<file path="src/rtl/sofx_pkg.sv">
// Shared types and constants for the SOF / length / XOR frame receiver.
`timescale 1ns / 1ps
`default_nettype none

package sofx_pkg;

   // Frame buffer depth in bytes (2..256)
   localparam int unsigned BUF_DEPTH = 64;

   localparam int unsigned POS_W = 9;
   localparam logic [POS_W-1:0] BUF_DEPTH_POS = POS_W'(BUF_DEPTH);

   localparam logic [7:0]  START_BYTE_RESET    = 8'd170;
   localparam logic [15:0] TIMEOUT_TICKS_RESET = 16'd100;

   typedef enum logic [0:0] {
      CSR_START_BYTE    = 1'b0,
      CSR_TIMEOUT_TICKS = 1'b1
   } csr_index_type;

   typedef enum logic [1:0] {
      ST_NONE     = 2'd0,
      ST_RECEIVED = 2'd1,
      ST_ERROR    = 2'd2,
      ST_TIMEOUT  = 2'd3
   } status_type;

   typedef enum logic [2:0] {
      PH_HUNT = 3'b001,
      PH_DATA = 3'b010,
      PH_CXOR = 3'b100
   } phase_type;

   typedef struct packed {
      logic [7:0]  start_byte;
      logic [15:0] timeout_ticks;
   } cfg_type;

   typedef struct packed {
      status_type status;
      logic       data_valid;
      logic [7:0] byte_pos;
      logic [7:0] data_byte;
   } result_type;

endpackage

`default_nettype wire

</file>
<file path="src/rtl/sof_length_xor_frame_receiver.sv">
// Top level of the SOF / length / XOR-checksum frame receiver.
`timescale 1ns / 1ps
`default_nettype none

// Takes one transaction per cycle: either a received serial byte (req_func 0)
// or a millisecond tick (req_func 1), and gives exactly one result
// transaction for each. In hunt, a byte equal to start_byte opens a frame and
// any other byte gives a frame error. The first frame byte is the length L;
// it and the L bytes after it come out with data_valid set and their
// position in rsp_byte_pos. The byte after them is checked against the XOR of
// the start byte and all frame bytes (received or error). A frame that would
// exceed the buffer depth gives an error; timeout_ticks ticks with no byte
// inside an open frame give a timeout. The step logic sits between the
// frame state and a single result register, and req_ready stays high
// while that register is empty or being taken, so a new transaction is
// accepted every cycle under a free-flowing output.
// Configuration writes (csr_we) take effect at once and are meant for idle
// periods only.

module sof_length_xor_frame_receiver
   import sofx_pkg::*;
(
   input  wire logic        clock,
   input  wire logic        reset,

   input  wire logic        req_valid,
   output logic             req_ready,
   input  wire logic        req_func,
   input  wire logic [7:0]  req_rx_byte,

   output logic             rsp_valid,
   input  wire logic        rsp_ready,
   output logic [1:0]       rsp_status,
   output logic             rsp_data_valid,
   output logic [7:0]       rsp_byte_pos,
   output logic [7:0]       rsp_data_byte,

   input  wire logic        csr_we,
   input  wire logic [0:0]  csr_index,
   input  wire logic [15:0] csr_wdata
);

   cfg_type    cfg_ff;
   result_type step_result;
   result_type result_ff;
   logic       rsp_valid_ff, rsp_valid_in;
   logic       req_fire;

   // configuration registers
   always_ff @(posedge clock) begin
      if (reset) begin
         cfg_ff.start_byte    <= START_BYTE_RESET;
         cfg_ff.timeout_ticks <= TIMEOUT_TICKS_RESET;
      end else if (csr_we) begin
         unique case (csr_index_type'(csr_index))
            CSR_START_BYTE:    cfg_ff.start_byte    <= csr_wdata[7:0];
            CSR_TIMEOUT_TICKS: cfg_ff.timeout_ticks <= csr_wdata;
            default: ;
         endcase
      end
   end

   // output register frees itself in the same cycle it is taken
   assign req_ready = !rsp_valid_ff || rsp_ready;
   assign req_fire  = req_valid && req_ready;

   sofx_engine u_engine (
      .clock   (clock),
      .reset   (reset),
      .step_en (req_fire),
      .func    (req_func),
      .rx_byte (req_rx_byte),
      .cfg     (cfg_ff),
      .result  (step_result)
   );

   always_comb begin
      rsp_valid_in = rsp_valid_ff;
      if (req_fire) begin
         rsp_valid_in = 1'b1;
      end else if (rsp_ready) begin
         rsp_valid_in = 1'b0;
      end
   end

   always_ff @(posedge clock) begin
      if (reset) begin
         rsp_valid_ff <= 1'b0;
      end else begin
         rsp_valid_ff <= rsp_valid_in;
      end
   end

   // payload, no reset needed
   always_ff @(posedge clock) begin
      if (req_fire) begin
         result_ff <= step_result;
      end
   end

   assign rsp_valid      = rsp_valid_ff;
   assign rsp_status     = result_ff.status;
   assign rsp_data_valid = result_ff.data_valid;
   assign rsp_byte_pos   = result_ff.byte_pos;
   assign rsp_data_byte  = result_ff.data_byte;

   // an accepted transaction always leaves a result behind
   assert property (@(posedge clock) disable iff (reset)
      req_fire |=> rsp_valid_ff)
      else $error("accepted transaction produced no result");

   // a held result blocks the input side
   assert property (@(posedge clock) disable iff (reset)
      (rsp_valid_ff && !rsp_ready) |-> !req_ready)
      else $error("input accepted while result stalled");

   // a passed-out frame byte is never a final outcome
   assert property (@(posedge clock) disable iff (reset)
      (rsp_valid_ff && result_ff.data_valid) |-> (result_ff.status == ST_NONE))
      else $error("data byte carries a final status");

   // byte fields are zero when no frame byte is passed out
   assert property (@(posedge clock) disable iff (reset)
      (rsp_valid_ff && !result_ff.data_valid) |->
         (result_ff.byte_pos == 8'd0 && result_ff.data_byte == 8'd0))
      else $error("byte fields not cleared");

endmodule

`default_nettype wire

</file>
<file path="src/rtl/sofx_engine.sv">
// Frame state registers and the per-transaction next-state and result logic.
`timescale 1ns / 1ps
`default_nettype none

module sofx_engine
   import sofx_pkg::*;
(
   input  wire logic       clock,
   input  wire logic       reset,
   input  wire logic       step_en,
   input  wire logic       func,
   input  wire logic [7:0] rx_byte,
   input  wire cfg_type    cfg,
   output result_type      result
);

   phase_type        phase_ff,        phase_in;
   logic [POS_W-1:0] position_ff,     position_in;
   logic [7:0]       frame_length_ff, frame_length_in;
   logic [7:0]       running_xor_ff,  running_xor_in;
   logic [15:0]      idle_count_ff,   idle_count_in;

   logic [15:0]      idle_inc;
   logic [POS_W-1:0] pos_inc;
   logic [7:0]       len_eff;

   always_comb begin
      idle_inc = (idle_count_ff == 16'hFFFF) ? idle_count_ff : idle_count_ff + 16'd1;
      pos_inc  = position_ff + POS_W'(1);
      len_eff  = (position_ff == '0) ? rx_byte : frame_length_ff;

      // unused phase codes fall back to hunt
      phase_in        = (phase_ff == PH_DATA || phase_ff == PH_CXOR) ? phase_ff : PH_HUNT;
      position_in     = position_ff;
      frame_length_in = frame_length_ff;
      running_xor_in  = running_xor_ff;
      idle_count_in   = idle_count_ff;
      result          = '{status: ST_NONE, data_valid: 1'b0, byte_pos: 8'd0, data_byte: 8'd0};

      if (func) begin
         // tick: idle time counts only inside an open frame
         unique case (phase_ff)
            PH_DATA, PH_CXOR: begin
               idle_count_in = idle_inc;
               if (idle_inc >= cfg.timeout_ticks) begin
                  result.status = ST_TIMEOUT;
                  phase_in      = PH_HUNT;
                  idle_count_in = 16'd0;
               end
            end
            default: ;
         endcase
      end else begin
         unique case (phase_ff)
            PH_DATA: begin
               idle_count_in = 16'd0;
               if (position_ff < BUF_DEPTH_POS) begin
                  result.data_valid = 1'b1;
                  result.byte_pos   = position_ff[7:0];
                  result.data_byte  = rx_byte;
                  running_xor_in    = running_xor_ff ^ rx_byte;
                  frame_length_in   = len_eff;
                  position_in       = pos_inc;
                  if (pos_inc == {1'b0, len_eff} + POS_W'(1)) begin
                     phase_in = PH_CXOR;
                  end
               end else begin
                  result.status = ST_ERROR;
                  phase_in      = PH_HUNT;
               end
            end
            PH_CXOR: begin
               result.status = (rx_byte == running_xor_ff) ? ST_RECEIVED : ST_ERROR;
               phase_in      = PH_HUNT;
               idle_count_in = 16'd0;
            end
            default: begin
               if (rx_byte == cfg.start_byte) begin
                  phase_in       = PH_DATA;
                  position_in    = '0;
                  running_xor_in = cfg.start_byte;
                  idle_count_in  = 16'd0;
               end else begin
                  result.status = ST_ERROR;
               end
            end
         endcase
      end
   end

   always_ff @(posedge clock) begin
      if (reset) begin
         phase_ff        <= PH_HUNT;
         position_ff     <= '0;
         frame_length_ff <= 8'd0;
         running_xor_ff  <= 8'd0;
         idle_count_ff   <= 16'd0;
      end else if (step_en) begin
         phase_ff        <= phase_in;
         position_ff     <= position_in;
         frame_length_ff <= frame_length_in;
         running_xor_ff  <= running_xor_in;
         idle_count_ff   <= idle_count_in;
      end
   end

endmodule

`default_nettype wire

</file>
<file path="config.mk">
export PLATFORM = sky130hd
export DESIGN_NAME = sof_length_xor_frame_receiver
export DESIGN_NICKNAME = d
export VERILOG_FILES = /design/src/rtl/sofx_pkg.sv /design/src/rtl/sof_length_xor_frame_receiver.sv /design/src/rtl/sofx_engine.sv
export SDC_FILE = /design/constraint.sdc
export NUM_CORES = 1
export LEC_CHECK = 0
export ABC_AREA = 1
export ABC_CLOCK_PERIOD_IN_PS = 5950
export CAP_MARGIN = 5
export CORE_MARGIN = 2
export CORE_UTILIZATION = 65
export CTS_CLUSTER_SIZE = 14
export DETAILED_ROUTE_END_ITERATION = 8
export DONT_BUFFER_PORTS = 1
export GPL_ROUTABILITY_DRIVEN = 0
export PLACE_DENSITY_LB_ADDON = 0.25
export SLEW_MARGIN = 5
export SYNTH_ARGS = -nofsm -noshare
export SYNTH_HDL_FRONTEND = slang
export SYNTH_SLANG_ARGS = --single-unit
</file>
<file path="constraint.sdc">
create_clock -name clock -period 5.95 [get_ports clock]
set_input_delay 1.785 -clock clock [delete_from_list [all_inputs] [get_ports clock]]
set_output_delay 1.785 -clock clock [all_outputs]
set_load 0.02 [all_outputs]
</file>
* Word level (Yosys, flattened, before mapping)
Cells that the tools add are included.
** Cells by class
- Add/subtract/negate cells :: 3
- Magnitude comparators :: 2
- Equal/unequal tests :: 8
- Mux-type cells :: 31
- Bitwise gates (word level) :: 6
- Reductions and logical operators :: 16
** Operators with widths (count)
- $mux 16 :: 6
- $mux 8 :: 3
- $mux 3 :: 7
- $mux 9 :: 2
- $pmux 9 s2 :: 1
- $mux 17 :: 1
- $add 16x1->16 const B :: 1
- $eq 16x16->1 const B :: 1
- $eq 8x8->1 :: 2
- $ge 16x16->1 :: 1
- $pmux 8 s2 :: 1
- $mux 2 :: 6
- $add 8x1->9 const B :: 1
- $add 9x1->9 const B :: 1
- $eq 9x9->1 :: 1
- $logic_not 9->1 :: 1
- $lt 9x7->1 const B :: 1
- $xor 8x8->8 :: 1
- $pmux 3 s2 :: 1
- $reduce_bool 2->1 :: 3
- $not 1->1 :: 5
- $reduce_and 5->1 :: 1
- $ne 2x2->1 const B :: 2
- $pmux 2 s2 :: 1
- 11 further kinds :: 15
** Storage, ports and cells
- Bits in registers :: 88
- Output and inout bits :: 21

* Longest topological paths before layout
Gate-level depths: netlist (run 1).
- Depth in word-level cells :: 8
- Gate-level depth with buffers :: 22

* Cells and area by module
From an unflattened synthesis (run 1), not the netlist that was laid out.
** Second synthesis, totals
- Cells, all modules :: 721
- Area, all modules :: 5133.7 um^2
** Modules (own cells, without submodules)
- sofx_engine :: instances 1, cells an instance 580, area an instance 3619.7 um^2, sequential area each 880.8 um^2
- sof_length_xor_frame_receiver :: instances 1, cells an instance 141, area an instance 1514.0 um^2, sequential area each 1071.0 um^2

* Worst setup path after synthesis (run 1)
OpenSTA, ideal clock, no wires.
- Kind :: input-to-output
- Start point :: input rsp_ready
- End point :: output req_ready
- Data arrival time :: 1.981 ns
- Setup slack :: 2.184 ns
- Stages :: 2
- Buffers on the path :: 0
- Cells stage by stage :: inv_1 -> nand2_1
** Between the ends
- Cells in the longest elaborated chain, start to end :: 1
** Ends and longest elaborated chain
- from (decl) :: RTL line sof_length_xor_frame_receiver.sv:32 : input wire logic rsp_ready,
- $logic_or 1x1->1 :: RTL line sof_length_xor_frame_receiver.sv:64 : assign req_ready = !rsp_valid_ff || rsp_ready;
- to (decl) :: RTL line sof_length_xor_frame_receiver.sv:27 : output logic req_ready,
Every way passes these cells.

* Final worst setup path (run 1)
- Start point :: register u_engine.idle_count_ff[0]
- End point :: register u_engine.idle_count_ff[14]
** Between the ends
- Cells in the longest elaborated chain, start to end :: 6
- Elaborated cells between the ends (all ways) :: 7
** Ends and longest elaborated chain
- from (decl) :: RTL line sofx_engine.sv:21 : logic [15:0] idle_count_ff, idle_count_in;
- from (signal assigned) :: RTL line sofx_engine.sv:103 : idle_count_ff <= idle_count_in;
- $add 16x1->16 or $eq 16x16->1 (tied branches) :: RTL line sofx_engine.sv:28 : idle_inc = (idle_count_ff == 16'hFFFF) ? idle_count_ff : idle_count_ff + 16'd1;
- $mux 16 * :: RTL line sofx_engine.sv:28
- $ge 16x16->1 :: RTL line sofx_engine.sv:45 : if (idle_inc >= cfg.timeout_ticks) begin
- $mux 16 * :: RTL line sofx_engine.sv:45
- $mux 16 * :: RTL line sofx_engine.sv:42 : unique case (phase_ff)
- $mux 16 * :: RTL line sofx_engine.sv:40 : if (func) begin
Mark *: on every way between the ends. The rest lies on a longest branch, timed or not. The select of a mux whose other input is x is not followed.
A chain may end at the register's enable or synchronous reset.

==> metrics, run 1 <==
Layout area overhead 5.309%; Post-DP HPWL 7.903 mm; Core Region 0.007253 sq mm; Clk Tree Root Cell clkbuf_8; Tot GR Track Use 26.91%; clk buf depth 2; cells after synthesis 659; vias in the first global route 4076; die height 90.42 microns; mean routed wirelength per cell 14.17 microns; drt drc 0; xor-xnor portion of the synthesized cell area 5.052%; die area 0.008176 sq mm; Max Cap Violations 0; synthesized flop and latch total 88; crit path launch type flip-flop; WP data required 6.24 ns; library cells used by synthesis 40; Initial Util 66.93%; layout cells sized above 1 6.061%; worst rel slew slack 34.09%; mux cell area share after synthesis 0%; Adder-Cell Fraction of Synth Area 5.155%; setup TNS 0 ns; pwr/cell area 226.2 mW/mm^2; synth warn 0; leak pwr 2.294 nW; crit path capture type flip-flop; predominant post-synthesis flop cell dfxtp_1; CTS H-tree depth 3; Crit Path Category reg -> reg; post-CTS setup buffer count 0; Filler Cells Inserted 592; Reg clk slew, reported paths 0.09 ns; CTS tree built; Via density 5.623; simple-gate share of the synthesized area 26.62%; final worst setup slack 2.007 ns; largest family of logic cells by synthesized area simple AND/OR/NAND/NOR gates; IO Count 52; largest net degree at the start of global routing 39; gr ovfl total 0; RSZ-0062 raised after global routing false; Clk Latency, worst-skew pair 0.37 ns; Syn Area/Cell 7.367 sq um; Die Width 90.42 microns; post-route ant nets 0; CP Data Arrival Time 4.24 ns; row count 31; Total Wirelength 10.76 mm; min-delay worst type reg -> reg; drt first pass iters 5; CTS Buf Count 9; skew final 0.01434 ns; Port Buffers 0; diodes inserted 0; number of synthesized flops with an enable pin 19; Async SR Flop Fraction 0%; Worst-Margin Slew 0.9876 ns; fin cells 759; post-CTS sizing 0; initial antenna violation count 0; Post-synth top cells nand2_1 (149), inv_1 (85), dfxtp_1 (69); top cells by area, synth dfxtp_1 (28%), edfxtp_1 (12%), nand2_1 (12%); total clock sinks 88; register-to-register setup slack 2.01 ns; post-synth top area share 28.45%; Compound-Gate Fraction of Synth Area 14.61%; crit path max fanout 16; DP Worst Slack 1.711 ns; maximum VDD drop 0.0001305 V; Syn Std Cell Area 0.004855 sq mm; CTS Hold Bufs 0; Slew Viols, Final 0; via count 4268; sequential share of the synthesized area 40.21%; first-pass GRT wire length 18.02 mm; setup violators final 0; outcome finished, final reports clean; Max Clk Rate 0.2536 GHz; period utilisation layout 66.26%; DR iter-0 viols 264; endpoints failing hold 0; most numerous cell in the Yosys netlist nand2_1; post-layout minimum cycle time 3.943 ns; Final nets 706; Cells after DPL 743; cell taking the most area after synthesis dfxtp_1
state kept, by name, indices dropped and copies added (netlist names):
| name | count |
|---|---|
| cfg_ff | 24 |
| rsp_byte_pos | 8 |
| rsp_data_byte | 8 |
| rsp_data_valid | 1 |
| rsp_status | 2 |
| rsp_valid | 1 |
| u_engine.frame_length_ff | 8 |
| u_engine.idle_count_ff | 16 |
| u_engine.phase_ff | 3 |
| u_engine.position_ff | 9 |
| u_engine.running_xor_ff | 8 |
layer usage:
| metal | vias to the layer above | global-route usage, % | part of all wire (%) | wire length, microns |
|---|---|---|---|---|
| met5 | - | 0 | 0 | 0 |
| met4 | 0 | 11.92 | 2.6 | 280 |
| met3 | 30 | 3.840 | 4.1 | 437 |
| met2 | 129 | 49.31 | 51 | 5485 |
| met1 | 1957 | 31.07 | 42 | 4554 |
| li1 | 2152 | - | - | - |
cells by family (layout without fill, tap and decap cells):
logic type | Yosys count | after routing
AND/OR/NAND/NOR | 293 | 293
AO/OA/AOI/OAI | 124 | 124
buffers and inverters | 105 | 105
flip-flops | 88 | 88
XOR/XNOR | 28 | 28
adder cells (fa/ha/maj) | 20 | 20
other | 1 | 2
power breakdown:
group / total [mW] / internal, mW / switching (mW)
combinational: 0.0878 / 0.0294 / 0.0584
sequential: 0.648 / 0.629 / 0.0185
clock: 0.420 / 0.197 / 0.224
total: 1.16 / 0.856 / 0.301
cells in the final DEF, fill, tap and decap left out, types with 3 or more instances in the layout:
| master | n |
|---|---|
| a21oi_1 | 43 |
| a22oi_1 | 9 |
| a31oi_1 | 9 |
| clkbuf_8 | 9 |
| dfxtp_1 | 69 |
| edfxtp_1 | 19 |
| ha_1 | 20 |
| inv_1 | 85 |
| inv_2 | 3 |
| nand2_1 | 149 |
| nand2_2 | 6 |
| nand3_1 | 28 |
| nand3b_1 | 3 |
| nand4_1 | 8 |
| nor2_1 | 66 |
| nor2_2 | 3 |
| nor3_1 | 15 |
| nor4_1 | 4 |
| o211ai_1 | 8 |
| o21ai_0 | 41 |
| o31ai_1 | 5 |
| xor2_1 | 26 |
metrics by stage:
| step | power [mW] | util [%] | hold slack (ns) | cell area (sq um) |
|---|---|---|---|---|
| after floorplan | 0.7318 | - | 0.4353 | 4858 |
| after global placement | 0.7435 | 67.81 | 0.4548 | 4918 |
| after detailed placement | 0.7482 | 67.81 | 0.4598 | 4918 |
| after CTS | 1.157 | 70.48 | 0.4724 | 5112 |
| after global routing | 1.197 | 70.48 | 0.4923 | 5112 |
| final | 1.156 | 70.48 | 0.4645 | 5112 |
path summary, 6_finish.rpt:
path                                     startpoint                                 endpoint  depth (start not counted)
max          u_engine.idle_count_ff[0]$_SDFFE_PP0P_  u_engine.idle_count_ff[14]$_SDFFE_PP0P_                         21
min                         cfg_ff[15]$_SDFFE_PP0P_                  cfg_ff[15]$_SDFFE_PP0P_                          2
max reg2reg  u_engine.idle_count_ff[0]$_SDFFE_PP0P_  u_engine.idle_count_ff[14]$_SDFFE_PP0P_                         21
min reg2reg                 cfg_ff[15]$_SDFFE_PP0P_                  cfg_ff[15]$_SDFFE_PP0P_                          2
worst max-delay path, cell delays in order, from the launching register on:
cell,delay [ns]
dfxtp_1,0.38
ha_1,0.21
nand3_1,0.16
nor2_1,0.12
nand2_1,0.10
nor3_1,0.24
nand4_1,0.15
nor2_1,0.26
inv_1,0.14
nand3_1,0.11
nor2_1,0.06
xor2_1,0.20
ha_1,0.29
nand2_1,0.11
nor2_1,0.07
nand2_1,0.06
o211ai_1,0.09
nand2_1,0.07
nand3_1,0.21
nor3_4,0.59
a22oi_1,0.14
nor2_1,0.12
final cells by class:
| cell class | instances | area, sq um | share of cell area, % |
|---|---|---|---|
| Inverter | 88 | 330.3 | 6.461 |
| Tap cell | 99 | 123.9 | 2.423 |
| Timing Repair Buffer | 1 | 7.507 | 0.1468 |
| Clock inverter | 6 | 66.31 | 1.297 |
| Clock buffer | 10 | 127.6 | 2.496 |
| Multi-Input combinational cell | 467 | 2505 | 49.00 |
| Sequential cell | 88 | 1952 | 38.18 |
Power figures use the tool's default switching activity.
==> run 2: changes to the inputs <==
--- a/config.mk
+++ b/config.mk
@@ -6,10 +6,10 @@
 export NUM_CORES = 1
 export LEC_CHECK = 0
 export ABC_AREA = 1
-export ABC_CLOCK_PERIOD_IN_PS = 5950
+export ABC_CLOCK_PERIOD_IN_PS = 3650
 export CAP_MARGIN = 5
 export CORE_MARGIN = 2
-export CORE_UTILIZATION = 65
+export CORE_UTILIZATION = 64
 export CTS_CLUSTER_SIZE = 14
 export DETAILED_ROUTE_END_ITERATION = 8
 export DONT_BUFFER_PORTS = 1
==> constraint.sdc (replaced) <==
create_clock -name clock -period 3.65 [get_ports clock]
set_input_delay 1.095 -clock clock [delete_from_list [all_inputs] [get_ports clock]]
set_output_delay 1.095 -clock clock [all_outputs]
set_load 0.02 [all_outputs]
==> metrics, run 2 (synthesis results as in run 1) <==
skew final 0.01457 ns (+0.0002367 ns); Max Clk Rate 0.2949 GHz (+16%); diodes inserted 0 (unchanged); Largest regs cfg_ff: 24 flops, u_engine.idle_count_ff: 16 flops, u_engine.position_ff: 9 flops; worst reg-to-reg path cell count 22 (+4.8%); total clock sinks 88 (unchanged); IO Count 52 (unchanged); DP Worst Slack 0.08871 ns (-1.622 ns); Reg clk slew, reported paths 0.09 ns (about the same); CTS Buf Count 9 (unchanged); final worst setup slack 0.2590 ns (-1.748 ns); Layout area overhead 7.113%; most used cell, CP nand2_1; Worst-Margin Slew 0.9677 ns (-0.01992 ns); die area 0.008298 sq mm (+1.5%); Die Width 91.10 microns (+0.75%); drt first pass iters 5 (unchanged); Via density 5.627 (about the same); outcome finished, final reports clean; Port Buffers 0 (unchanged); reg2reg end u_engine.idle_count_ff[4]$_SDFFE_PP0P_; Post-DP HPWL 8.005 mm (+1.3%); hold endpoint cfg_ff[14]$_SDFFE_PP0P_; largest stage delay on the critical path 0.37 ns (-0.22 ns); Crit Path Category reg -> reg; register-to-register setup slack 0.26 ns (-1.75 ns); Final nets 713 (+0.99%); vias in the first global route 4130 (+1.3%); crit path capture type flip-flop; setup violators final 0 (unchanged); WP data required 3.94 ns (-2.30 ns); area of the multi-input gates 0.002534 sq mm (+1.1%); clk buf depth 2 (unchanged); gr ovfl total 0 (unchanged); DR iter-0 viols 274 (+3.8%); mean routed wirelength per cell 14.31 microns (+0.98%); endpoints failing hold 0 (unchanged); Hold Startpoint cfg_ff[14]$_SDFFE_PP0P_; row count 31 (unchanged); WHS Path Cells 2 (unchanged); CP Data Arrival Time 3.69 ns (-0.55 ns); largest net degree at the start of global routing 39 (unchanged); reg-to-reg startpoint u_engine.idle_count_ff[1]$_SDFFE_PP0P_; CTS tree built; critical path's slowest cell dfxtp_1; Total Wirelength 10.96 mm (+1.9%); most flop-heavy register cfg_ff; die height 91.10 microns (+0.75%); crit path launch type flip-flop; Max Cap Violations 0 (unchanged); Tot GR Track Use 27.34% (+0.43 points); most frequent cells in the layout nand2_1 (149), inv_1 (85), dfxtp_1 (69); max reg flops 24 (unchanged); post-route ant nets 0 (unchanged); Filler Cells Inserted 612 (+3.4%); worst rel slew slack 35.42% (+1.3 points); Final Util 71.31% (+0.83 points); Clk Tree Root Cell clkbuf_8; Slew Viols, Final 0 (unchanged); setup TNS 0 ns (unchanged); drt drc 0 (unchanged); register area 0.001952 sq mm (unchanged); layout cells sized above 1 7.796% (+1.7 points); crit path max fanout 8 (-8); period utilisation layout 92.90% (+27 points); CP Cell Sequence ha_1, nand3_2, nor2_1, nand2_1, nor3_2, nand4_1, nor2_2, inv_1, nand3_1, nor2_1, xor2_1, ha_1, nand2_1, nor2_1, nand2_1, o211ai_1, nand2_1, nand3_4, nor3_4, buf_6, nand2_1, a21oi_1; maximum VDD drop 0.0002315 V (+77%); commonest non-fill, non-tap cell in the layout nand2_1; first-pass GRT wire length 18.54 mm (+2.9%); pwr/cell area 358.5 mW/mm^2 (+59%); Initial Util 66.58% (-0.36 points); CTS Hold Bufs 0 (unchanged); initial antenna violation count 0 (unchanged); min-delay worst type reg -> reg; CTS H-tree depth 3 (unchanged); Tot Pwr 1.864 mW (+61%); Clk Latency, worst-skew pair 0.36 ns (about the same); leak pwr 2.341 nW (+2.0%); Core Region 0.007292 sq mm (+0.53%); via count 4310 (+0.98%); post-layout minimum cycle time 3.391 ns (-0.5516 ns)
-- run 2: worst max-delay path by stage --
stage | from | to | slack (ns)
2_1_floorplan | u_engine.idle_count_ff[0]$_SDFFE_PP0P_ | u_engine.idle_count_ff[5]$_SDFFE_PP0P_ | 0.52
3_3_place_gp | u_engine.idle_count_ff[0]$_SDFFE_PP0P_ | u_engine.idle_count_ff[5]$_SDFFE_PP0P_ | 0.33
3_5_place_dp | u_engine.idle_count_ff[1]$_SDFFE_PP0P_ | u_engine.idle_count_ff[7]$_SDFFE_PP0P_ | 0.09
4_1_cts | u_engine.idle_count_ff[0]$_SDFFE_PP0P_ | u_engine.idle_count_ff[8]$_SDFFE_PP0P_ | 0.06
5_1_grt | u_engine.idle_count_ff[0]$_SDFFE_PP0P_ | u_engine.idle_count_ff[2]$_SDFFE_PP0P_ | -0.02
6_report | u_engine.idle_count_ff[1]$_SDFFE_PP0P_ | u_engine.idle_count_ff[4]$_SDFFE_PP0P_ | 0.26
-- run 2: power breakdown --
part | switching (mW) | internal, mW | leakage, nW | total (mW)
Combinational | 0.0968 | 0.0494 | 1.49 | 0.146
Sequential | 0.0299 | 1.03 | 0.753 | 1.06
Clock | 0.354 | 0.308 | 0.101 | 0.662
Total | 0.481 | 1.38 | 2.34 | 1.86
-- run 2: metrics by stage --
stage          hold slack, ns  instance area (sq um)  instances
4_1_cts                0.4704                   5149        764
3_5_place_dp           0.4573                   4956        748
2_1_floorplan          0.4353                   4858        660
5_1_grt                0.5025                   5200        766
6_report               0.4734                   5200        766
3_3_place_gp           0.4610                   4956        748
-- run 2: layout make-up --
type,count,area share [%]
multi-input combinational,467,48.72
sequential,88,37.54
inverter,88,6.352
clock buffer,13,3.248
tap,99,2.382
timing repair buffer,8,1.299
clock inverter,3,0.4572
-- run 2: layer usage --
metal,wire (microns),part of all wire (%),global-route usage [%],up-vias
met5,0,0,0,-
met4,263,2.4,10.10,0
met3,479,4.4,4.647,26
met2,5568,51,49.01,136
met1,4652,42,32.73,1983
li1,-,-,-,2165
-- run 2: critical path: cells and delay by family, from the launching register on --
family	cells	cell delay [ns]
AO/OA/AOI/OAI	2	0.22
AND/OR/NAND/NOR	15	1.76
XOR/XNOR	1	0.20
flip-flops	1	0.37
adder cells (fa/ha/maj)	2	0.50
buffers and inverters	2	0.28
-- run 2: repair_timing --
action,CTS,global route
gates resized for setup,0,10
endpoints found under the setup margin,0,21
endpoints found under the hold margin,0,0
setup buffers,0,1
==> run 3: changes to the inputs <==
--- a/config.mk
+++ b/config.mk
@@ -8,6 +8,7 @@
 export ABC_AREA = 1
 export ABC_CLOCK_PERIOD_IN_PS = 3650
 export CAP_MARGIN = 5
+export CORE_ASPECT_RATIO = 0.5
 export CORE_MARGIN = 2
 export CORE_UTILIZATION = 64
 export CTS_CLUSTER_SIZE = 14
==> constraint.sdc (replaced) <==
create_clock -name clock -period 3.65 [get_ports clock]
set_input_delay 0.73 -clock clock [delete_from_list [all_inputs] [get_ports clock]]
set_output_delay 0.73 -clock clock [all_outputs]
set_load 0.02 [all_outputs]
==> metrics, run 3 (synthesis results as in run 1) <==
outcome finished, final reports clean; Die Width 127.2 microns (+40%); total clock sinks 88 (unchanged); CTS tree built; clk buf depth 2 (unchanged); Final Util 71.94% (+0.63 points); Comb pwr share 6.7% (-1.1 points); post-route ant nets 0 (unchanged); worst rel slew slack 32.92% (-2.5 points); mean routed wirelength per cell 13.85 microns (-3.2%); maximum VDD drop 0.0002216 V (-4.3%); row count 22 (-29%); drt drc 0 (unchanged); Max Cap Violations 0 (unchanged); Worst-Margin Slew 1.005 ns (+0.03744 ns); post-layout minimum cycle time 3.446 ns (+0.05490 ns); largest net degree at the start of global routing 39 (unchanged); period utilisation layout 94.41% (+1.5 points); Seq pwr share 49.7% (-6.9 points); Sw Share 22.64% (-3.2 points); drt first pass iters 5 (unchanged); Tot GR Track Use 26.68% (-0.66 points); Largest regs cfg_ff: 24 flops, u_engine.idle_count_ff: 16 flops, u_engine.position_ff: 9 flops; WHS 0.4569 ns (-0.01658 ns); crit path max fanout 16 (+8); pwr/cell area 402.5 mW/mm^2 (+12%); WP data required 3.92 ns (-0.02 ns); crit path capture type flip-flop; Total Wirelength 10.56 mm (-3.7%); Clk Tree Root Cell clkbuf_16; CTS Buf Count 9 (unchanged); DR iter-0 viols 387 (+41%); commonest non-fill, non-tap cell in the layout nand2_1; endpoints failing hold 0 (unchanged); Clock Power Share 43.6% (+8.1 points); most frequent cells in the layout nand2_1 (149), inv_1 (85), dfxtp_1 (69); Max Clk Rate 0.2902 GHz (-1.6%); vias in the first global route 3787 (-8.3%); Layout area overhead 8.918%; setup violators final 0 (unchanged); IO Count 52 (unchanged); Pint 1.646 mW (+19%); Port Buffers 0 (unchanged); Initial Util 66.05% (-0.52 points); Core Region 0.007350 sq mm (+0.79%); leak pwr 2.379 nW (+1.6%); first-pass GRT wire length 17.73 mm (-4.4%); CP Data Arrival Time 3.71 ns (+0.02 ns); die height 65.59 microns (-28%); sw power 481.7 uW (+0.21%); Post-DP Area 0.004945 sq mm (-0.23%); Post-DP HPWL 7.405 mm (-7.5%); min-delay worst type in -> reg; Clk Latency, worst-skew pair 0.34 ns (-0.02 ns); skew final 0.004279 ns (-0.01029 ns); max reg flops 24 (unchanged); design area 0.005288 sq mm (+1.7%); CTS Hold Bufs 0 (unchanged); gr ovfl total 0 (unchanged); Slew Viols, Final 0 (unchanged); Crit Path Category reg -> reg; CTS H-tree depth 3 (unchanged); via count 4258 (-1.2%); layout cells sized above 1 7.207% (-0.59 points); initial antenna violation count 0 (unchanged); Reg clk slew, reported paths 0.06 ns (-0.03 ns); setup TNS 0 ns (unchanged); most flop-heavy register cfg_ff; die area 0.008340 sq mm (+0.51%); diodes inserted 0 (unchanged); Via density 5.588 (-0.69%); crit path launch type flip-flop; Final nets 712 (-0.14%)
[run 3: changes by cell type in the layout (fill, tap and decap cells not counted), sizes merged]
cell / previous run / this run
inv: 90 / 88
bufinv: 0 / 1
buf: 8 / 7
clkinv: 1 / 2
[run 3: critical path, stage by stage (launching register included)]
cell and delay (ns):
dfxtp_1 0.36, ha_1 0.22, nand3_2 0.14, nor2_1 0.11
nand2_1 0.11, nor3_2 0.17, nand4_1 0.19, nor2_4 0.17
nor3_1 0.08, a21oi_1 0.26, ha_1 0.31, a21oi_1 0.16
o21ai_0 0.09, a21oi_1 0.18, nand3_2 0.21, nor3_4 0.21
buf_6 0.19, nand2_1 0.07, a21oi_1 0.13
[run 3: layout make-up]
type / count / area, sq um
clock buffer: 13 / 261.5
clock inverter: 3 / 40.04
fill: 564 / 2062
inverter: 88 / 330.3
multi-input combinational: 467 / 2527
sequential: 88 / 1952
tap: 96 / 120.1
timing repair buffer: 7 / 56.30
[run 3: through the flow]
step	power, mW	instances	worst slack (ns)
finish	2.128	762	0.2041
global route	2.209	762	-0.03225
CTS	2.138	760	0.01226
detailed placement	1.219	744	0.06491
global placement	1.213	744	0.2350
floorplan	1.193	660	0.5245
[run 3: power groups by stage]
stage	clock network (mW)	logic (mW)	registers (mW)
floorplan	0	0.119	1.07
global placement	0	0.136	1.08
detailed placement	0	0.141	1.08
CTS	0.939	0.142	1.06
global route	0.984	0.165	1.06
finish	0.929	0.143	1.06
[run 3: final timing paths]
| check | startpoint | end | slack, ns | depth (start not counted) |
|---|---|---|---|---|
| worst max-delay path | u_engine.idle_count_ff[1]$_SDFFE_PP0P_ | u_engine.idle_count_ff[4]$_SDFFE_PP0P_ | 0.20 | 18 |
| worst min-delay path | reset | u_engine.position_ff[6]$_SDFFE_PP0P_ | 0.46 | 1 |
| worst max register to register | u_engine.idle_count_ff[1]$_SDFFE_PP0P_ | u_engine.idle_count_ff[4]$_SDFFE_PP0P_ | 0.20 | 18 |
| worst min register to register | cfg_ff[3]$_SDFFE_PP0P_ | cfg_ff[3]$_SDFFE_PP0P_ | 0.46 | 2 |
[run 3: routing by layer]
| metal | share of wire [%] | track usage, % |
|---|---|---|
| met5 | 0 | 0 |
| met4 | 1.6 | 6.868 |
| met3 | 4.9 | 6.107 |
| met2 | 47 | 45.90 |
| met1 | 47 | 34.42 |
[run 3: timing repair]
item,in CTS,in global routing
setup buffers,0,2
endpoints found under the setup margin,0,21
resized for setup,0,6
